<file path="src/design/mcfg_pkg.sv">
// ----------------------------------------------------------------------------
// Motor command frame generator package
// Shared widths, codes, frame constants and the frame assembly function.
// ----------------------------------------------------------------------------
package mcfg_pkg;

	// Field widths of the command and frame channels.
	localparam int OP_W     = 3;
	localparam int VALUE_W  = 15;
	localparam int ID_W     = 11;
	localparam int SPEED_W  = 12;
	localparam int TORQUE_W = 15;
	localparam int SEL2_W   = 2;
	localparam int HB_W     = 4;

	// Configuration port.
	localparam int CFG_IDX_W  = 2;
	localparam int CFG_DATA_W = 16;
	localparam int PERIOD_W   = 16;

	// Job queue between the front and the back.
	localparam int QUEUE_DEPTH = 2;
	localparam int QPTR_W      = $clog2(QUEUE_DEPTH);
	localparam int QCNT_W      = $clog2(QUEUE_DEPTH + 1);

	// Reset values of the configuration registers.
	localparam logic [PERIOD_W-1:0] FRAME_PERIOD_RST = 16'd250;
	localparam logic [PERIOD_W-1:0] RAMP_GAP_RST     = 16'd2;
	localparam logic [SPEED_W-1:0]  SPEED_LIMIT_RST  = 12'd2500;

	// Frame identifiers and data constants.
	localparam logic [ID_W-1:0] ID_SPEED  = 11'h232;
	localparam logic [ID_W-1:0] ID_TORQUE = 11'h233;
	localparam logic [ID_W-1:0] ID_POWER  = 11'h234;
	localparam logic [15:0] SPEED_OFFSET     = 16'd20000;
	localparam logic [15:0] TORQUE_OFFSET    = 16'h7530;
	localparam logic [7:0]  SPEED_FLAG_BYTE  = 8'h01;
	localparam logic [7:0]  POWER_LIMIT_BYTE = 8'h27;
	localparam logic [7:0]  POWER_MODE_BYTE  = 8'h60;
	localparam logic [7:0]  CHECKSUM_BIAS    = 8'd3;
	localparam logic [HB_W-1:0] HB_STEP      = 4'd2;

	// Command operation codes.
	typedef enum logic [OP_W-1:0] {
		OP_TICK      = 3'd0,
		OP_SET_STATE = 3'd1,
		OP_SET_GEAR  = 3'd2,
		OP_SET_SPEED = 3'd3,
		OP_SET_TORQ  = 3'd4,
		OP_STOP      = 3'd5
	} op_t;

	// Configuration register indexes.
	typedef enum logic [CFG_IDX_W-1:0] {
		CFG_FRAME_PERIOD = 2'd0,
		CFG_RAMP_GAP     = 2'd1,
		CFG_SPEED_LIMIT  = 2'd2
	} cfg_reg_t;

	// Which frame of a run the back part is producing.
	typedef enum logic [1:0] {
		FRM_SPEED  = 2'd0,
		FRM_TORQUE = 2'd1,
		FRM_POWER  = 2'd2
	} frame_sel_t;

	// Snapshot of the drive state taken when a tick fires a frame run.
	typedef struct packed {
		logic [SPEED_W-1:0]  speed;
		logic [TORQUE_W-1:0] torque;
		logic [SEL2_W-1:0]   drive_state;
		logic [SEL2_W-1:0]   gear;
		logic [HB_W-1:0]     heartbeat;
	} mcfg_job_t;

	// One assembled frame; byte 7 is the checksum.
	typedef struct packed {
		logic [ID_W-1:0]     id;
		logic [7:0][7:0]     bytes;
		logic                last;
	} mcfg_frame_t;

	// Build one frame of a run from a job snapshot, checksum included.
	function automatic mcfg_frame_t build_frame(input mcfg_job_t job, input frame_sel_t sel);
		mcfg_frame_t f;
		logic [15:0] sp;
		logic [15:0] up;
		logic [15:0] lo;
		logic [7:0]  sum;
		sp = SPEED_OFFSET + 16'(job.speed);
		up = TORQUE_OFFSET + 16'(job.torque);
		lo = TORQUE_OFFSET - 16'(job.torque);
		f.id = '0;
		f.bytes = '0;
		f.last = 1'b0;
		unique case (sel)
			FRM_SPEED: begin
				f.id = ID_SPEED;
				f.bytes[0] = sp[15:8];
				f.bytes[1] = sp[7:0];
				f.bytes[5] = SPEED_FLAG_BYTE;
				f.bytes[6] = {job.drive_state, job.gear, job.heartbeat};
			end
			FRM_TORQUE: begin
				f.id = ID_TORQUE;
				f.bytes[0] = up[15:8];
				f.bytes[1] = up[7:0];
				f.bytes[2] = lo[15:8];
				f.bytes[3] = lo[7:0];
				f.bytes[4] = TORQUE_OFFSET[15:8];
				f.bytes[5] = TORQUE_OFFSET[7:0];
				f.bytes[6] = 8'(job.heartbeat);
			end
			FRM_POWER: begin
				f.id = ID_POWER;
				f.bytes[0] = POWER_LIMIT_BYTE;
				f.bytes[2] = POWER_LIMIT_BYTE;
				f.bytes[5] = POWER_MODE_BYTE;
				f.bytes[6] = 8'(job.heartbeat);
				f.last = 1'b1;
			end
			default: begin
				f.id = '0;
			end
		endcase
		// Checksum: two's complement of the identifier low byte, data and bias.
		sum = f.id[7:0] + CHECKSUM_BIAS;
		for (int k = 0; k < 7; k++) begin
			sum = sum + f.bytes[k];
		end
		f.bytes[7] = 8'h00 - sum;
		return f;
	endfunction

endpackage

</file>
<file path="src/design/mcfg_ifs.sv">
// ----------------------------------------------------------------------------
// Motor command frame generator channel interfaces
// Command channel and frame channel, each with valid/ready and payload.
// ----------------------------------------------------------------------------
interface mcfg_cmd_if;
	import mcfg_pkg::*;

	logic               valid;
	logic               ready;
	logic [OP_W-1:0]    operation;
	logic [VALUE_W-1:0] value;

	modport source (output valid, output operation, output value, input ready);
	modport sink (input valid, input operation, input value, output ready);
endinterface

interface mcfg_frame_if;
	import mcfg_pkg::*;

	logic            valid;
	logic            ready;
	logic [ID_W-1:0] frame_id;
	logic [7:0]      byte_zero;
	logic [7:0]      byte_one;
	logic [7:0]      byte_two;
	logic [7:0]      byte_three;
	logic [7:0]      byte_four;
	logic [7:0]      byte_five;
	logic [7:0]      byte_six;
	logic [7:0]      byte_seven;
	logic            last_frame;

	modport source (output valid, output frame_id, output byte_zero, output byte_one,
		output byte_two, output byte_three, output byte_four, output byte_five,
		output byte_six, output byte_seven, output last_frame, input ready);
	modport sink (input valid, input frame_id, input byte_zero, input byte_one,
		input byte_two, input byte_three, input byte_four, input byte_five,
		input byte_six, input byte_seven, input last_frame, output ready);
endinterface

</file>
<file path="src/design/motor_command_frame_generator_top.sv">
// ----------------------------------------------------------------------------
// Motor command frame generator
// Keeps drive state from operator commands and emits motor command frames.
// ----------------------------------------------------------------------------
// Usage:
// The cmd channel takes one command per transaction: a millisecond tick or a
// set operation (drive state, gear, speed request, torque, stop). The frame
// channel delivers 8-byte command frames; a firing tick yields three of them
// (0x232, 0x233, 0x234), the third marked with last_frame. Configuration
// registers are written through cfg_we, cfg_index and cfg_data while idle.
// Throughput is one command per cycle while the job queue is not full. A
// firing tick puts a job in a two-entry queue; the back part turns it into
// three frames at one frame per cycle while the receiver takes them.
// The first frame of a run passes through the queue and then the output
// register before it is valid.
// When the receiver stalls, the output register holds its frame and the queue
// fills; cmd.ready drops only while the queue is full.
// Reset clears the drive state, counters and queue and loads the register
// defaults; no frame is pending after reset.
// ----------------------------------------------------------------------------
module motor_command_frame_generator_top
	import mcfg_pkg::*;
#(
	parameter int unsigned COUNTER_WIDTH = 16
) (
	input  logic                  clk,
	input  logic                  arst_n,
	mcfg_cmd_if.sink              cmd,
	mcfg_frame_if.source          frame,
	input  logic                  cfg_we,
	input  logic [CFG_IDX_W-1:0]  cfg_index,
	input  logic [CFG_DATA_W-1:0] cfg_data
);

	logic      push;
	logic      pop;
	logic      full;
	logic      empty;
	mcfg_job_t job_in;
	mcfg_job_t job_head;

	// Command front: state, counters and frame decisions.
	mcfg_front #(
		.COUNTER_WIDTH(COUNTER_WIDTH)
	) u_front (
		.clk      (clk),
		.arst_n   (arst_n),
		.cmd      (cmd),
		.cfg_we   (cfg_we),
		.cfg_index(cfg_index),
		.cfg_data (cfg_data),
		.full     (full),
		.push     (push),
		.job      (job_in)
	);

	// Job queue.
	mcfg_queue u_queue (
		.clk    (clk),
		.arst_n (arst_n),
		.push   (push),
		.job_in (job_in),
		.pop    (pop),
		.full   (full),
		.empty  (empty),
		.job_out(job_head)
	);

	// Frame back: assembly and output register.
	mcfg_back u_back (
		.clk   (clk),
		.arst_n(arst_n),
		.empty (empty),
		.job   (job_head),
		.pop   (pop),
		.frame (frame)
	);

`ifndef SYNTHESIS
	// Only the power frame closes a run.
	a_last_is_power: assert property (@(posedge clk) disable iff (!arst_n)
		frame.valid |-> (frame.last_frame == (frame.frame_id == ID_POWER)))
		else $error("last_frame does not match the power frame");

	// A taken speed frame is followed at once by the torque frame of its run.
	a_speed_then_torque: assert property (@(posedge clk) disable iff (!arst_n)
		(frame.valid && frame.ready && frame.frame_id == ID_SPEED) |=>
		(frame.valid && frame.frame_id == ID_TORQUE))
		else $error("torque frame did not follow the speed frame");

	// A taken torque frame is followed at once by the power frame of its run.
	a_torque_then_power: assert property (@(posedge clk) disable iff (!arst_n)
		(frame.valid && frame.ready && frame.frame_id == ID_TORQUE) |=>
		(frame.valid && frame.frame_id == ID_POWER))
		else $error("power frame did not follow the torque frame");

	// The queue never takes a job while it is full.
	a_no_overflow: assert property (@(posedge clk) disable iff (!arst_n)
		push |-> !full)
		else $error("job queue overflow");
`endif

endmodule

</file>
<file path="src/design/mcfg_front.sv">
// ----------------------------------------------------------------------------
// Motor command frame generator front
// Accepts commands, keeps the drive state and counters, and queues frame jobs.
// ----------------------------------------------------------------------------
module mcfg_front
	import mcfg_pkg::*;
#(
	parameter int unsigned COUNTER_WIDTH = 16
) (
	input  logic                  clk,
	input  logic                  arst_n,
	mcfg_cmd_if.sink              cmd,
	input  logic                  cfg_we,
	input  logic [CFG_IDX_W-1:0]  cfg_index,
	input  logic [CFG_DATA_W-1:0] cfg_data,
	input  logic                  full,
	output logic                  push,
	output mcfg_job_t             job
);

	localparam int CMP_W = (COUNTER_WIDTH > PERIOD_W) ? COUNTER_WIDTH : PERIOD_W;

	logic [PERIOD_W-1:0]      frame_period_q;
	logic [PERIOD_W-1:0]      ramp_gap_q;
	logic [SPEED_W-1:0]       speed_limit_q;
	logic [SPEED_W-1:0]       ramped_speed_q;
	logic [SPEED_W-1:0]       requested_speed_q;
	logic [SEL2_W-1:0]        drive_state_q;
	logic [SEL2_W-1:0]        gear_select_q;
	logic [TORQUE_W-1:0]      torque_bound_q;
	logic [HB_W-1:0]          heartbeat_q;
	logic [COUNTER_WIDTH-1:0] frame_elapsed_q;
	logic [COUNTER_WIDTH-1:0] ramp_elapsed_q;

	logic [COUNTER_WIDTH-1:0] frame_inc;
	logic [COUNTER_WIDTH-1:0] ramp_inc;
	logic                     accept;
	logic                     fire;
	logic                     step;

	// The front stalls only when the job queue has no free entry.
	assign cmd.ready = !full;
	assign accept    = cmd.valid && cmd.ready;

	// Saturating counter increments and the two threshold compares.
	always_comb begin
		frame_inc = (&frame_elapsed_q) ? frame_elapsed_q : frame_elapsed_q + 1'b1;
		ramp_inc  = (&ramp_elapsed_q) ? ramp_elapsed_q : ramp_elapsed_q + 1'b1;
		fire = CMP_W'(frame_inc) > CMP_W'(frame_period_q);
		step = (CMP_W'(ramp_inc) > CMP_W'(ramp_gap_q)) &&
			(ramped_speed_q != requested_speed_q);
	end

	// A firing tick hands the state from before the speed step to the back.
	assign push = accept && (op_t'(cmd.operation) == OP_TICK) && fire;
	assign job  = '{speed: ramped_speed_q, torque: torque_bound_q,
		drive_state: drive_state_q, gear: gear_select_q, heartbeat: heartbeat_q};

	// Configuration registers.
	always_ff @(posedge clk or negedge arst_n) begin
		if (!arst_n) begin
			frame_period_q <= FRAME_PERIOD_RST;
			ramp_gap_q     <= RAMP_GAP_RST;
			speed_limit_q  <= SPEED_LIMIT_RST;
		end else if (cfg_we) begin
			unique case (cfg_reg_t'(cfg_index))
				CFG_FRAME_PERIOD: frame_period_q <= cfg_data[PERIOD_W-1:0];
				CFG_RAMP_GAP:     ramp_gap_q     <= cfg_data[PERIOD_W-1:0];
				CFG_SPEED_LIMIT:  speed_limit_q  <= cfg_data[SPEED_W-1:0];
				default: begin
				end
			endcase
		end
	end

	// Drive state, counters and speed ramp.
	always_ff @(posedge clk or negedge arst_n) begin
		if (!arst_n) begin
			ramped_speed_q    <= '0;
			requested_speed_q <= '0;
			drive_state_q     <= '0;
			gear_select_q     <= '0;
			torque_bound_q    <= '0;
			heartbeat_q       <= '0;
			frame_elapsed_q   <= '0;
			ramp_elapsed_q    <= '0;
		end else if (accept) begin
			unique case (op_t'(cmd.operation))
				OP_TICK: begin
					if (fire) begin
						frame_elapsed_q <= '0;
						heartbeat_q     <= heartbeat_q + HB_STEP;
					end else begin
						frame_elapsed_q <= frame_inc;
					end
					if (step) begin
						ramp_elapsed_q <= '0;
						if (ramped_speed_q < requested_speed_q) begin
							ramped_speed_q <= ramped_speed_q + 1'b1;
						end else begin
							ramped_speed_q <= ramped_speed_q - 1'b1;
						end
					end else begin
						ramp_elapsed_q <= ramp_inc;
					end
				end
				OP_SET_STATE: drive_state_q <= cmd.value[SEL2_W-1:0];
				OP_SET_GEAR:  gear_select_q <= cmd.value[SEL2_W-1:0];
				OP_SET_SPEED: begin
					if (cmd.value < VALUE_W'(speed_limit_q)) begin
						requested_speed_q <= cmd.value[SPEED_W-1:0];
					end
				end
				OP_SET_TORQ:  torque_bound_q <= cmd.value;
				OP_STOP: begin
					requested_speed_q <= '0;
					ramped_speed_q    <= '0;
				end
				default: begin
				end
			endcase
		end
	end

endmodule

</file>
<file path="src/design/mcfg_queue.sv">
// ----------------------------------------------------------------------------
// Motor command frame generator job queue
// Small FIFO of frame jobs between the front and the back.
// ----------------------------------------------------------------------------
module mcfg_queue
	import mcfg_pkg::*;
(
	input  logic      clk,
	input  logic      arst_n,
	input  logic      push,
	input  mcfg_job_t job_in,
	input  logic      pop,
	output logic      full,
	output logic      empty,
	output mcfg_job_t job_out
);

	mcfg_job_t         mem_q [QUEUE_DEPTH];
	logic [QPTR_W-1:0] wr_ptr_q;
	logic [QPTR_W-1:0] rd_ptr_q;
	logic [QCNT_W-1:0] count_q;

	assign full    = (count_q == QCNT_W'(QUEUE_DEPTH));
	assign empty   = (count_q == '0);
	assign job_out = mem_q[rd_ptr_q];

	// Entry storage.
	always_ff @(posedge clk) begin
		if (push) begin
			mem_q[wr_ptr_q] <= job_in;
		end
	end

	// Pointers and fill count.
	always_ff @(posedge clk or negedge arst_n) begin
		if (!arst_n) begin
			wr_ptr_q <= '0;
			rd_ptr_q <= '0;
			count_q  <= '0;
		end else begin
			if (push) begin
				wr_ptr_q <= wr_ptr_q + 1'b1;
			end
			if (pop) begin
				rd_ptr_q <= rd_ptr_q + 1'b1;
			end
			if (push && !pop) begin
				count_q <= count_q + 1'b1;
			end else if (pop && !push) begin
				count_q <= count_q - 1'b1;
			end
		end
	end

endmodule

</file>
<file path="src/design/mcfg_back.sv">
// ----------------------------------------------------------------------------
// Motor command frame generator back
// Turns each queued job into three frames and holds them in an output register.
// ----------------------------------------------------------------------------
module mcfg_back
	import mcfg_pkg::*;
(
	input  logic      clk,
	input  logic      arst_n,
	input  logic      empty,
	input  mcfg_job_t job,
	output logic      pop,
	mcfg_frame_if.source frame
);

	frame_sel_t  sel_q;
	frame_sel_t  sel_d;
	logic        out_valid_q;
	mcfg_frame_t frame_q;
	logic        load;

	// A new frame enters the output register when it is free or being taken.
	assign load = !empty && (!out_valid_q || frame.ready);

	// Frame selector register.
	always_ff @(posedge clk or negedge arst_n) begin
		if (!arst_n) begin
			sel_q <= FRM_SPEED;
		end else begin
			sel_q <= sel_d;
		end
	end

	// Next frame selection, and queue pop as the last frame of a run is loaded.
	always_comb begin
		sel_d = sel_q;
		pop   = 1'b0;
		if (load) begin
			unique case (sel_q)
				FRM_SPEED:  sel_d = FRM_TORQUE;
				FRM_TORQUE: sel_d = FRM_POWER;
				FRM_POWER: begin
					sel_d = FRM_SPEED;
					pop   = 1'b1;
				end
				default:    sel_d = FRM_SPEED;
			endcase
		end
	end

	// Output valid flag.
	always_ff @(posedge clk or negedge arst_n) begin
		if (!arst_n) begin
			out_valid_q <= 1'b0;
		end else if (load) begin
			out_valid_q <= 1'b1;
		end else if (frame.ready) begin
			out_valid_q <= 1'b0;
		end
	end

	// Output payload register.
	always_ff @(posedge clk) begin
		if (load) begin
			frame_q <= build_frame(job, sel_q);
		end
	end

	assign frame.valid      = out_valid_q;
	assign frame.frame_id   = frame_q.id;
	assign frame.byte_zero  = frame_q.bytes[0];
	assign frame.byte_one   = frame_q.bytes[1];
	assign frame.byte_two   = frame_q.bytes[2];
	assign frame.byte_three = frame_q.bytes[3];
	assign frame.byte_four  = frame_q.bytes[4];
	assign frame.byte_five  = frame_q.bytes[5];
	assign frame.byte_six   = frame_q.bytes[6];
	assign frame.byte_seven = frame_q.bytes[7];
	assign frame.last_frame = frame_q.last;

endmodule

</file>
<file path="src/flat_wrapper.sv">
// flat-port wrapper written by rule: the top's interface ports become plain ports
module motor_command_frame_generator_top_flat import mcfg_pkg::*;
#(
	parameter int unsigned COUNTER_WIDTH = 16
)
  (clk, arst_n, cfg_we, cfg_index, cfg_data, cmd_valid, cmd_operation, cmd_value, cmd_ready, frame_valid, frame_frame_id, frame_byte_zero, frame_byte_one, frame_byte_two, frame_byte_three, frame_byte_four, frame_byte_five, frame_byte_six, frame_byte_seven, frame_last_frame, frame_ready);
  mcfg_cmd_if cmd_i ();
  mcfg_frame_if frame_i ();
  input  logic clk;
  input  logic arst_n;
  input  logic cfg_we;
  input  logic [CFG_IDX_W-1:0] cfg_index;
  input  logic [CFG_DATA_W-1:0] cfg_data;
  input wire logic [$bits(cmd_i.valid)-1:0] cmd_valid;
  input wire logic [$bits(cmd_i.operation)-1:0] cmd_operation;
  input wire logic [$bits(cmd_i.value)-1:0] cmd_value;
  output wire logic [$bits(cmd_i.ready)-1:0] cmd_ready;
  output wire logic [$bits(frame_i.valid)-1:0] frame_valid;
  output wire logic [$bits(frame_i.frame_id)-1:0] frame_frame_id;
  output wire logic [$bits(frame_i.byte_zero)-1:0] frame_byte_zero;
  output wire logic [$bits(frame_i.byte_one)-1:0] frame_byte_one;
  output wire logic [$bits(frame_i.byte_two)-1:0] frame_byte_two;
  output wire logic [$bits(frame_i.byte_three)-1:0] frame_byte_three;
  output wire logic [$bits(frame_i.byte_four)-1:0] frame_byte_four;
  output wire logic [$bits(frame_i.byte_five)-1:0] frame_byte_five;
  output wire logic [$bits(frame_i.byte_six)-1:0] frame_byte_six;
  output wire logic [$bits(frame_i.byte_seven)-1:0] frame_byte_seven;
  output wire logic [$bits(frame_i.last_frame)-1:0] frame_last_frame;
  input wire logic [$bits(frame_i.ready)-1:0] frame_ready;
  assign cmd_i.valid = cmd_valid;
  assign cmd_i.operation = cmd_operation;
  assign cmd_i.value = cmd_value;
  assign cmd_ready = cmd_i.ready;
  assign frame_valid = frame_i.valid;
  assign frame_frame_id = frame_i.frame_id;
  assign frame_byte_zero = frame_i.byte_zero;
  assign frame_byte_one = frame_i.byte_one;
  assign frame_byte_two = frame_i.byte_two;
  assign frame_byte_three = frame_i.byte_three;
  assign frame_byte_four = frame_i.byte_four;
  assign frame_byte_five = frame_i.byte_five;
  assign frame_byte_six = frame_i.byte_six;
  assign frame_byte_seven = frame_i.byte_seven;
  assign frame_last_frame = frame_i.last_frame;
  assign frame_i.ready = frame_ready;
  motor_command_frame_generator_top #(.COUNTER_WIDTH(COUNTER_WIDTH)) u_core (.clk(clk), .arst_n(arst_n), .cmd(cmd_i), .frame(frame_i), .cfg_we(cfg_we), .cfg_index(cfg_index), .cfg_data(cfg_data));
endmodule
</file>
<file path="config.mk">
export PLATFORM = sky130hd
export DESIGN_NAME = motor_command_frame_generator_top_flat
export DESIGN_NICKNAME = d
export VERILOG_FILES = /design/src/design/mcfg_pkg.sv /design/src/design/mcfg_ifs.sv /design/src/design/motor_command_frame_generator_top.sv /design/src/design/mcfg_front.sv /design/src/design/mcfg_queue.sv /design/src/design/mcfg_back.sv /design/src/flat_wrapper.sv
export SDC_FILE = /design/constraint.sdc
export NUM_CORES = 1
export LEC_CHECK = 0
export ABC_AREA = 1
export BUFFER_PORTS_ARGS = -buffer_cell sky130_fd_sc_hd__buf_2
export CAP_MARGIN = 20
export CORE_MARGIN = 10
export CORE_UTILIZATION = 61
export CTS_BUF_LIST = sky130_fd_sc_hd__clkbuf_16
export CTS_CLUSTER_SIZE = 30
export DETAILED_ROUTE_END_ITERATION = 16
export GPL_TIMING_DRIVEN = 0
export PLACE_DENSITY = 0.81
export RECOVER_POWER = 100
export SLEW_MARGIN = 20
export SYNTH_ARGS = -nofsm -noshare
export SYNTH_HDL_FRONTEND = slang
export SYNTH_HIERARCHICAL = 1
export SYNTH_SLANG_ARGS = --single-unit
</file>
<file path="constraint.sdc">
create_clock -name clk -period 7.7 [get_ports clk]
set_input_delay 0.385 -clock clk [delete_from_list [all_inputs] [get_ports clk]]
set_output_delay 0.385 -clock clk [all_outputs]
set_load 0.02 [all_outputs]
</file>
==> reports/qor.yml <==
min_path:
  worstHoldStart: "frame_ready"
  hold_path.class: "in2reg"
placed_design:
  port_buffers: 106
  globalplace.congestion: 0.954
  hpwlAfterDp_mm: 27.3
  place_area_mm2: 0.0163
setup_path:
  cp_max_fo: 10
  critPathLaunch: "u_core/u_queue/rd_ptr_q"
  crit_type: "reg2reg"
  cp_slowest_cell: "clkbuf_1"
  arrival_ns: 7.20
  critical_path.top_delay_family: "adder cells"
  crit_path_start_kind: "flop"
  crit_top_cell: "nand2_1"
  crit_required_ns: 7.98
  cp-end-kind: "flop"
  reg2reg_slack_ns: 0.78
  worstReg2RegStart: "u_core/u_queue/rd_ptr_q"
  slowest_delay_ns: 0.56
  crit_buf_inv: 11
sta:
  rsz0062_at_grt: "false"
  fin_crit_sh: 0.898
  max_freq_mhz: 145
  setup_viol: 0
  slew_viol_final: 30
  hold_viol: 0
  relSlewSlack: -0.252
  fin_tns_setup_ns: 0
  skew_ns: 0.0168
  tightest_slew_ns: 1.88
  period_needed_ns: 6.92
synthesis:
  synth-seq-cells: 253
  ys_async_sr_fraction: 0.510
  synthTopCellsByArea: "edfxtp_1, dfrtp_1, nand2_1, ha_1, inv_1"
  netlist_area_mm2: 0.0152
  ys_seq_area_frac: 0.458
  syn_area_per_cell_um2: 9.03
  synthCells: 1684
  yosys.area.top_type: "edfxtp_1"
  synth_top_family_by_area: "simple AND/OR/NAND/NOR gates"
  synth_cell_type_count: 50
  synthSimpleGateAreaFrac: 0.197
  yosys-mux-area-fraction: 0.0405
  synth_top_area_share: 0.245
  ys_warn_count: 6
  synth_fa_ha_area_frac: 0.115
  synth_top_flop_cell: "edfxtp_1"
  synth_edf_count: 124
  synth-xor-area-share: 0.0219
  synth-compound-area-share: 0.0676
layout:
  stdcell_area_mm2: 0.0170
  fin_util: 0.696
  antennaDiodeCount: 0
  fin_nets: 1999
  syn2layout_area_growth_pct: 11.6
  drive_gt1_frac: 0.114
route:
  totalWireLength_mm: 36.1
  drc_errors: 0
  vias_per_cell: 5.41
  vias: 11800
  dr.pass1.iters: 5
  postRouteAntennaNets: 0
  wl_per_cell_um: 16.6
  drt-initial-drc-count: 992
global_routing:
  grt_overflow_total: 0
  groute.usage.overall: 0.227
  grt_start_max_net_pins: 101
  grt_pass1_wl_mm: 58.1
  grt_pass1_vias: 11500
  antenna_found_initial: 0
clock_network:
  clkLatencyLatePin_ns: 0.54
  cts_root_buf: "clkbuf_16"
  clk_pin_slew_ns: 0.07
  numCtsBuffers: 27
  cts.sinks: 253
  cts_tree: "built"
  cts_resized: 0
  cts.path.max_buffers: 3
  h-tree-depth: 1
floorplanning:
  die_height_um: 178
  dieArea_mm2: 0.0316
  rows: 57
  ios: 119
  initial_core_util: 0.624
  die_w_um: 178
  core_area_mm2: 0.0244
run:
  drv_cap: 1
outcome:
  failed_checks: "max-capacitance violations, max-slew violations"
  status: "complete, but fails checks"
==> logic make-up (layout without fill, tap and decap cells) <==
logic type               after synthesis  count (layout)
AND/OR/NAND/NOR                      681             681
AO/OA/AOI/OAI                        189             189
flip-flops                           253             253
adder cells (fa/ha/maj)              123             123
XOR/XNOR                              38              38
multiplexers                          45              45
buffers and inverters                353             513
other                                  2              13
==> cells in the mapped netlist, types with 2 or more instances <==
cell and number:
a31oi_1 2, fa_1 28, dfrtp_1 117, inv_2 18, o21bai_1 6, o21a_1 2, o21ai_1 12, buf_1 2
nand4_1 24, buf_4 25, mux2_4 29, xor2_1 30, buf_2 12, inv_1 275, a21o_1 6, a21oi_1 58
o22ai_1 6, nand2_4 2, nor2_4 5, mux2_2 16, clkbuf_1 15, nor3_1 16, buf_6 3, buf_12 3
edfxtp_1 124, ha_1 95, nand3_2 4, nor3_2 4, nand3_1 99, nor2_1 91, nand3b_1 14, conb_1 2
xnor2_1 8, nor2_2 5, dfstp_2 12, a21oi_2 5, o21ai_0 86, o21ai_2 3, nand2_1 402, nand2_2 8
==> worst register-to-register path: cells and delay by family (launching register included) <==
family / cells / cell delay [ns]
AND/OR/NAND/NOR: 12 / 1.08
flip-flops: 1 / 0.34
adder cells (fa/ha/maj): 6 / 2.77
buffers and inverters: 11 / 1.47
AO/OA/AOI/OAI: 2 / 0.57
multiplexers: 1 / 0.41
==> registers in the layout (all words and copies together) (netlist names), 15 cells and up <==
| signal | cells |
|---|---|
| u_core/u_front/ramp_gap_q | 16 |
| u_core/u_front/frame_elapsed_q | 16 |
| u_core/u_queue/mem_q | 70 |
| u_core/u_front/torque_bound_q | 15 |
| u_core/u_front/ramp_elapsed_q | 16 |
| u_core/u_front/frame_period_q | 16 |
==> cell type report <==
type                            count  area [µm²]
Fill cell                        1951        7410
Inverter                          293        1100
Buffer                             60         390
Clock inverter                     22         233
Tap cell                          324         405
Multi-Input combinational cell   1089        6710
Timing Repair Buffer              111         500
Sequential cell                   253        6970
Clock buffer                       27         676
==> final timing paths <==
| path | end | cells after the start |
|---|---|---|
| hold / removal | u_core/u_back/frame.valid | 4 |
| setup / recovery | u_core/u_back/frame.byte_seven[7] | 32 |
| min in group asynchronous | u_core/u_front/ramp_elapsed_q[12] | 2 |
| max in group asynchronous | u_core/u_front/torque_bound_q[4] | 3 |
| setup reg to reg | u_core/u_back/frame.byte_seven[7] | 32 |
| hold reg to reg | u_core/u_front/requested_speed_q[1] | 2 |
==> per-stage QoR <==
| step | cells | worst slack [ns] | hold slack, ns |
|---|---|---|---|
| after floorplan | 1695 | 2.18 | 0.0894 |
| after global placement | 2125 | 1.60 | 0.447 |
| after detailed placement | 2129 | 1.43 | 0.268 |
| after CTS | 2179 | 1.34 | 0.113 |
| after global routing | 2179 | 0.486 | 0.111 |
| final | 2179 | 0.782 | 0.108 |
==> layer usage <==
layer  up-vias  global-route usage  share of wire
li1       5702                   -              -
met1      5608               0.298           0.42
met2       424               0.379           0.48
met3        57              0.0416          0.079
met4         0              0.0584          0.020
met5         -                   0              0
==> cells in the final DEF (no fill, tap or decap), types with 4 or more instances in the layout <==
cell type and count:
a21oi_1 60, ha_1 95, nand2_1 406, dfrtp_1 117, a21o_1 6, o21bai_1 6, nor2_1 95, nand3b_1 14
nor3_2 4, edfxtp_1 124, clkinv_1 5, xnor2_1 8, buf_4 19, conb_1 13, mux2_2 16, bufinv_16 5
mux2_4 25, clkinvlp_4 5, o22ai_1 6, inv_1 286, nor3_1 16, o21ai_0 91, nand4_1 24, mux2_1 4
xor2_1 30, clkbuf_4 6, dfstp_2 12, nor2_2 4, nand2_2 4, inv_2 14, clkbuf_1 90, o21ai_1 7
nand3_1 101, buf_2 49, clkbuf_16 27, fa_1 28
==> what timing repair did <==
action                    CTS  global route
hold buffers                1             0
hold endpoints to repair   29             0
buffers inserted            0             0
Power is left out: the tool's default activity adds up to more than one toggle a clock period on the data nets, which glitch-free logic cannot reach.
